File: src/rtl/core/drs_pkg.sv
`timescale 1ns / 1ps

package drs_pkg;

	// Default sizes of the sorter.
	localparam int DEF_MAX_KEYS   = 64;
	localparam int DEF_DIGIT_BITS = 8;
	localparam int DEF_KEY_BITS   = 32;

	// Commands from the sequencer to the datapath.
	typedef struct packed {
		logic load;       // store the accepted key or flag it as dropped
		logic start_sort; // reset the pass number, the bin counter and the store select
		logic clr;        // zero one count bin and step the bin counter down
		logic idx_zero;   // point the key index at the first key
		logic idx_top;    // point the key index at the last loaded key
		logic key_rd;     // read both key stores at the key index
		logic cnt_rc;     // counting: take the digit and read its bin, index up
		logic cnt_wr;     // counting: write the incremented bin
		logic sum_rd;     // suffix sum: read one bin and step the bin counter down
		logic sc_rc;      // scatter: take the digit and read its bin, index down
		logic sc_wr;      // scatter: write the decremented bin and place the key
		logic scat_end;   // a pass is done: swap the stores and advance the pass
		logic emit_rd;    // read one sorted key for the result register
	} drs_cmd_t;

	// Status from the datapath back to the sequencer.
	typedef struct packed {
		logic bin_zero;   // bin counter sits at the lowest bin
		logic last;       // the element just read was the last of the sweep
		logic pass_last;  // the current pass is the final one
		logic emit_ok;    // a result read may be issued this cycle
		logic emit_last;  // the next result read is the final key
	} drs_status_t;

endpackage

File: src/rtl/core/drs_ctrl.sv
`timescale 1ns / 1ps

module drs_ctrl (
	input  logic                 clk,
	input  logic                 arst_n,
	input  logic                 key_valid,
	input  logic                 last_key,
	output logic                 key_ready,
	input  drs_pkg::drs_status_t status,
	output drs_pkg::drs_cmd_t    cmd
);

	typedef enum logic [3:0] {
		ST_LOAD,
		ST_CLR,
		ST_CNT_RK,
		ST_CNT_RC,
		ST_CNT_WR,
		ST_SUM,
		ST_SUM_LAST,
		ST_SC_RK,
		ST_SC_RC,
		ST_SC_WR,
		ST_EMIT
	} state_t;

	state_t state_q;
	state_t state_d;

	always_comb begin
		cmd       = '0;
		state_d   = state_q;
		key_ready = 1'b0;
		unique case (state_q)
			ST_LOAD: begin
				key_ready = 1'b1;
				if (key_valid) begin
					cmd.load = 1'b1;
					if (last_key) begin
						cmd.start_sort = 1'b1;
						state_d        = ST_CLR;
					end
				end
			end
			ST_CLR: begin
				cmd.clr = 1'b1;
				if (status.bin_zero) begin
					cmd.idx_zero = 1'b1;
					state_d      = ST_CNT_RK;
				end
			end
			ST_CNT_RK: begin
				cmd.key_rd = 1'b1;
				state_d    = ST_CNT_RC;
			end
			ST_CNT_RC: begin
				cmd.cnt_rc = 1'b1;
				state_d    = ST_CNT_WR;
			end
			ST_CNT_WR: begin
				cmd.cnt_wr = 1'b1;
				if (status.last) begin
					state_d = ST_SUM;
				end else begin
					cmd.key_rd = 1'b1;
					state_d    = ST_CNT_RC;
				end
			end
			ST_SUM: begin
				cmd.sum_rd = 1'b1;
				if (status.bin_zero) begin
					state_d = ST_SUM_LAST;
				end
			end
			ST_SUM_LAST: begin
				cmd.idx_top = 1'b1;
				state_d     = ST_SC_RK;
			end
			ST_SC_RK: begin
				cmd.key_rd = 1'b1;
				state_d    = ST_SC_RC;
			end
			ST_SC_RC: begin
				cmd.sc_rc = 1'b1;
				state_d   = ST_SC_WR;
			end
			ST_SC_WR: begin
				cmd.sc_wr = 1'b1;
				if (status.last) begin
					cmd.scat_end = 1'b1;
					if (status.pass_last) begin
						cmd.idx_zero = 1'b1;
						state_d      = ST_EMIT;
					end else begin
						state_d = ST_CLR;
					end
				end else begin
					cmd.key_rd = 1'b1;
					state_d    = ST_SC_RC;
				end
			end
			ST_EMIT: begin
				if (status.emit_ok) begin
					cmd.emit_rd = 1'b1;
					cmd.key_rd  = 1'b1;
					if (status.emit_last) begin
						state_d = ST_LOAD;
					end
				end
			end
			default: begin
				state_d = ST_LOAD;
			end
		endcase
	end

	always_ff @(posedge clk or negedge arst_n) begin
		if (!arst_n) begin
			state_q <= ST_LOAD;
		end else begin
			state_q <= state_d;
		end
	end

	// A result read is only issued while the result path can take it.
	a_emit_gate: assert property (@(posedge clk) disable iff (!arst_n)
		cmd.emit_rd |-> (status.emit_ok && state_q == ST_EMIT))
		else $error("result read without room");

endmodule

File: config.mk
export PLATFORM = sky130hd
export DESIGN_NAME = drs_ctrl
export DESIGN_NICKNAME = d
export VERILOG_FILES = /design/src/rtl/core/drs_pkg.sv /design/src/rtl/core/drs_ctrl.sv
export SDC_FILE = /design/constraint.sdc
export NUM_CORES = 1
export LEC_CHECK = 0
export BUFFER_PORTS_ARGS = -buffer_cell sky130_fd_sc_hd__buf_2
export CAP_MARGIN = 0
export CELL_PAD_IN_SITES_DETAIL_PLACEMENT = 0
export CELL_PAD_IN_SITES_GLOBAL_PLACEMENT = 1
export CORE_MARGIN = 1
export CORE_UTILIZATION = 25
export CTS_CLUSTER_DIAMETER = 200
export DETAILED_ROUTE_END_ITERATION = 7
export HOLD_SLACK_MARGIN = 0.15
export PLACE_DENSITY_LB_ADDON = 0.1
export SETUP_SLACK_MARGIN = 0.3
export SLEW_MARGIN = 20
export SYNTH_ARGS = -nofsm -noshare
export SYNTH_HDL_FRONTEND = slang
export SYNTH_SLANG_ARGS = --single-unit
export TNS_END_PERCENT = 10
File: constraint.sdc
create_clock -name clk -period 1.4 [get_ports clk]
set_input_delay 0.28 -clock clk [delete_from_list [all_inputs] [get_ports clk]]
set_output_delay 0.28 -clock clk [all_outputs]
set_load 0.005 [all_outputs]
Word level (Yosys, flattened, before mapping)
Cells that the tools add are included.

operators by class
  eq/ne operators = 16
  mux-type cells = 30
  reductions and logical operators = 4

operators with widths
  cell                number
  $pmux 4 s11         1
  $mux 4              8
  $eq 4x3->1 const B  4
  $mux 1              15
  $eq 4x4->1 const B  3
  $ne 2x2->1 const B  6
  $eq 4x2->1 const B  2
  $mux 2              3
  $reduce_and 6->1    1
  $eq 4x1->1 const B  1
  $logic_not 4->1     1
  $reduce_or 2->1     2
  $mux 3              1
  $pmux 1 s3          1
  $pmux 1 s2          1

storage, ports and cells
  bits in registers = 4
  input bits = 9
  output and inout port bits = 14
  word-level logic and storage cells = 51

Logic depth before layout (Yosys ltp)
Gate-level depths: netlist of the first run.

  depth in word-level cells = 3
  mapped depth = 4
  depth with buffers taken out = 3

Worst setup path before layout of the first run
No wires, ideal clock.

  kind = register to output
  start = register state_q[1]
  end = output port cmd[7] (netlist bit)
  arrival time = 1.117 ns
  data required time = 1.120 ns
  slack = 0.003 ns
  stages on the path, launching flop included = 4
  path buffers = 0
  cell sequence = dfrtp_1 -> or3b_1 -> o221ai_1 -> o31a_1

RTL lines
  element                   RTL line         RTL
  start: declaration        drs_ctrl.sv:27   state_t state_q;
  start signal: assignment  drs_ctrl.sv:121  state_q <= state_d;
  end: declaration          drs_ctrl.sv:10   output drs_pkg::drs_cmd_t cmd

==> run metrics, run 1 <==
Async SR Flop Fraction 1.00; RR Endpoint state_q[1]; leading area contributor after synthesis dfrtp_1; failing checks setup timing; RSZ-0062 raised after global routing yes; die area approximately 0.0019 mm²; sequential share of the synthesized area 0.235; post-route cell area approximately 750 µm²; DRT Pass-1 Iters 4; core area 0.00154 mm²; GR Overflow Total 0; Via density a little over 5; DRC Markers 0; Final setup viols 15; Power Density 2240 mW/mm²; synth top area cells dfrtp_1 23%, nor3_1 9.4%, inv_1 4.4%; placed instance area 633 µm²; syn_nets 64; Final HPWL DP roughly 930 µm; Regs by FF count state_q (4); Layout fillers 159; Initial Util 0.277; die height 43.3 µm; Commonest cells post-synth 8 x nor3_1, 5 x inv_1, 4 x dfrtp_1, 4 x nor2_1; final setup TNS -2110 ps; total track usage 0.141; Starting DRT DRC Count 8; DRT Wirelength 1200 µm; fin crit share 1.21; count of final hold-check violations 0; Post-synth EDFFs 0; Yosys Warn Count 0; H-tree depth 1; max FFs per register 4; Max-Cap Viols 0; largest net degree at the start of global routing 16; Synth Flop Type dfrtp_1; Worst R2R Setup Slack -40 ps; n_diodes 0; total power 1670 µW; CP Capture Type primary output; per-cell routed wire length 11.1 µm; Tmin final 1690 ps; Setup Skew 2.49 ps; Die Wd 43.3 µm; Fmax 0.592 GHz; Avg Cell Area, Syn 7.76 µm²; clk_lat worst skew 240 ps; status finished with violations; global-route wire length before repair around 2000 µm; clock buffers created by TritonCTS 3; Root Driver clkbuf_4; layout cells sized above 1 0.565; Worst-path clk slew 40 ps; vias in the first global route around 510; Post-DRT Antenna Nets 0; Post-Syn Instances 55; Final Slew Violations 0; top-count cell post-synth nor3_1; Non-Filler Instances 108; CTS tree done; Longest Clk Path Bufs 2; Worst Path Max Fanout 4; io pins 23; CP Class register to primary output; gpl congestion around 0.73; Largest Register state_q; Slew headroom 0.771; Reg2Reg Launch Point state_q[1]; IO Port Bufs 22; initial antenna violation count 0; worst reg-to-reg path cell count 5; final worst slack -289 ps; Synth-to-Final Area Change 75.1%; Worst-Margin Slew between 300 and 400 ps; clk sinks 4; cell area after synthesis roughly 430 µm²; vias 544; Tightest Hold Check Type input pin to async pin; post-synth top area share 0.235; Min Hold Slack 374 ps; number of cell rows 14; Worst setup SP type register; nets 103; maximum VDD drop 1.07 mV; Worst Path Required ~1100 ps; register bit count reported by yosys 4; leakage roughly 0.00039 µW; placed cell count 101; Critical Path AT 1410 ps; Yosys cell types 30
==> layout make-up <==
| cell class | count | area, µm² | area share |
|---|---|---|---|
| Clock buffer | 3 | 22.5 | 0.0302 |
| Sequential cell | 4 | 100 | 0.134 |
| Inverter | 5 | 21.3 | 0.0285 |
| Tap cell | 16 | 20.0 | 0.0268 |
| Multi-Input combinational cell | 42 | 343 | 0.459 |
| Timing Repair Buffer | 38 | 240 | 0.322 |
==> critical path, cell delays in order, from the launching register on <==
cell and delay (ps):
dfrtp_1 400, or3b_4 400, o221ai_2 130, o31a_1 140, buf_2 100
==> repair_timing <==
action,in CTS,in global routing
endpoints found under the setup margin,18,18
gates resized for setup,8,6
hold buffers,1,0
endpoints found under the hold margin,4,0
setup buffers,3,0
pin swaps,1,4
==> power by group <==
| group | internal, µW | leakage (µW) | switching (µW) | total, µW |
|---|---|---|---|---|
| Combinational | 683 | 0.000324 | 613 | 1300 |
| Sequential | 176 | 0.0000507 | 57.0 | 233 |
| Clock | 95.9 | 0.0000138 | 47.2 | 143 |
| Total | 954 | 0.000388 | 718 | 1670 |
==> layout by cell type, fill, tap and decap left out <==
cell and n:
nand2b_4 2, and2_1 1, o21a_1 1, inv_4 1
nor4_1 1, or3b_4 1, nor4b_4 1, o31ai_1 2
buf_4 13, dlygate4sd3_1 1, nor2b_1 1, buf_6 2
nand2_1 2, nor2_1 4, a211o_1 1, a41o_1 1
nor3_1 6, a2111oi_2 2, or3_1 1, a31oi_1 2
inv_1 4, a21o_1 1, a21boi_0 1, and3_1 2
o221ai_2 1, o31a_1 1, nor3_2 2, buf_2 22
nand2_2 1, dfrtp_1 4, a211oi_1 2, nor4_4 1
clkbuf_4 3, o21ai_1 1
==> metal layers <==
| layer | global-route usage | vias to the layer above | wire [µm] |
|---|---|---|---|
| li1 | - | 286 | - |
| met1 | 0.176 | 243 | 578 |
| met3 | 0.0383 | 2 | 50 |
| met2 | 0.239 | 13 | 567 |
| met4 | 0.0364 | 0 | 6 |
| met5 | 0 | - | 0 |
==> worst max-delay path by stage <==
stage / from / to / slack, ps
after floorplan: state_q[3] / cmd[7] / 20
after global placement: state_q[1] / cmd[7] / -50
after detailed placement: state_q[1] / cmd[7] / -60
after CTS: state_q[1] / cmd[7] / -300
after global routing: state_q[1] / cmd[7] / -350
final: state_q[1] / cmd[7] / -290
==> kinds of logic after synthesis <==
logic type,Yosys count,synth area share
simple gates,26,0.364
compound gates,16,0.305
buf+inv,9,0.0968
flops,4,0.235
==> through the flow <==
stage	setup WS (ps)	util
after floorplan	24.4	-
after global placement	-52.1	0.411
after detailed placement	-64.1	0.411
after CTS	-300	0.469
after global routing	-346	0.485
final	-289	0.485
No activity file was read; power rests on OpenSTA's default activity.
==> run 2: changes to the inputs <==
- RECOVER_POWER: not set -> 100
==> run 2 against run 1 <==
  * The flow still finishes with violations (setup timing)
  * Final cell count did not move
  * Register-to-register slack barely moved
  * Non-clock buffer count did not move
  * Wire length fell by 1.9%
  * Critical path type unchanged
  * Highest routed layer is now met3
==> run metrics, run 2 (same netlist as run 1, synthesis figures left out) <==
io pins 23; Worst Path Required about 1100 ps; die area 0.00188 mm²; busiest layer in global routing met2; CP endpoint cmd[7]; M2 GR Usage 0.239; status finished with violations; Regs by FF count state_q (4); fin util 0.480; Slew headroom 0.771; DRC Markers 0; sw power 697 µW; final setup TNS -2050 ps; cell internal pwr roughly 940 µW; clock share of power 0.087; most common cell after layout, fill and taps aside buf_2; vias in the first global route 506; max FFs per register 4; Tmin final 1690 ps; initial antenna violation count 0; count of final hold-check violations 0; IO Port Bufs 22; RSZ-0062 raised after global routing yes; clock buffers created by TritonCTS 3; Final setup viols 15; Max-Cap Viols 0; n_diodes 0; Worst R2R Setup Slack -40 ps; CP Launch Point state_q[1]; Longest Clk Path Bufs 2; die height 43.3 µm; logic gate share of total power 0.772; Largest Register state_q; Min Hold Slack 395 ps; Worst-path clk slew 40 ps; Reg2Reg Launch Point state_q[1]; Initial Util 0.277; global-route wire length before repair 2030 µm; Worst-Margin Slew 336 ps; core area 0.00154 mm²; Synth-to-Final Area Change 73.3%; failing checks setup timing; GR Overflow Total 0; Non-Filler Instances 108; Via density 5.06; maximum VDD drop just under 1 mV; Critical Path AT 1410 ps; layout cells sized above 1 0.543; RR Endpoint state_q[1]; Worst setup SP type register; gpl congestion between 0.7 and 0.8; nets 103; largest net degree at the start of global routing 16; met1 track demand over resource 0.176; leakage 0.000384 µW; CTS tree done; Worst Path Max Fanout 4; fin crit share 1.20; Root Driver clkbuf_4; clk_lat worst skew 230 ps; CP Class register to primary output; Setup Skew ~2.4 ps; DRT Pass-1 Iters 4; vias 547; Die Wd 43.3 µm; number of cell rows 14; Final Slew Violations 0; Power Density approximately 2200 mW/mm²; Setup WS pre-CTS -64.1 ps; Sw Share 0.426; Starting DRT DRC Count 7; final worst slack -286 ps; Fmax 0.593 GHz; worst reg-to-reg path cell count 5; per-cell routed wire length 10.9 µm; M3 GR Usage 0.0383; Final HPWL DP between 900 and 1000 µm; Tightest Hold Check Type input pin to register; clk sinks 4; total track usage 0.141; H-tree depth 1; DRT Wirelength roughly 1200 µm; sequential fraction of design power 0.142; Post-DRT Antenna Nets 0; most frequent cells in the layout 21 x buf_2, 13 x buf_4, 6 x nor3_1; CP Capture Type primary output; placed cell count 101
==> run 2: cell types whose count changed in the layout (fill, tap and decap cells not counted), sizes merged <==
cell and delta:
buf -1, clkbuf +1
==> run 2: metal layers <==
| metal | up-vias | part of all wire |
|---|---|---|
| met5 | - | 0 |
| met4 | 0 | 0 |
| met3 | 0 | 0.038 |
| met2 | 13 | 0.49 |
| met1 | 246 | 0.47 |
| li1 | 288 | - |
==> run 2: how the worst min path moves through the flow <==
stage,start,endpoint,slack (ps),cells after the start
2_1_floorplan,arst_n,state_q[0],-20,0
3_3_place_gp,arst_n,state_q[2],90,1
3_5_place_dp,arst_n,state_q[2],90,1
4_1_cts,arst_n,state_q[0],380,2
5_1_grt,status[4],state_q[0],400,3
6_report,status[4],state_q[0],390,3
==> run 2: repair_timing <==
| item | CTS | global route |
|---|---|---|
| buffers inserted | 3 | 0 |
| hold buffers | 1 | 0 |
| endpoints found under the hold margin | 4 | 0 |
| cloned | 0 | 0 |
| endpoints found under the setup margin | 18 | 18 |
| gates resized for setup | 8 | 6 |
| pin swaps | 1 | 4 |
==> run 2: worst max-delay path: stages, from the launching register on <==
cell,delay (ps)
dfrtp_1,400
or3b_4,400
o221ai_2,130
o31a_1,140
buf_2,100
==> run 2: metrics by stage <==
step | cell area [µm²] | total power [µW]
after global placement | 633 | 1300
after CTS | 723 | 1620
after global routing | 739 | 1790
after detailed placement | 633 | 1290
final | 739 | 1640
after floorplan | 439 | 868
==> run 2: final cells by class <==
cell class	instances	area, µm²
flip-flops and latches	4	100
well taps	16	20.0
inverters	5	21.3
multi-input cells	42	337
clock buffers	3	22.5
repair buffers	38	239
fillers	161	802
==> run 2: power groups by stage <==
stage,Clock (µW),Combinational [µW],Sequential (µW)
CTS,144,1240,228
global placement,0,1080,225
global route,153,1400,239
detailed placement,0,1060,229
floorplan,0,625,243
finish,142,1260,232
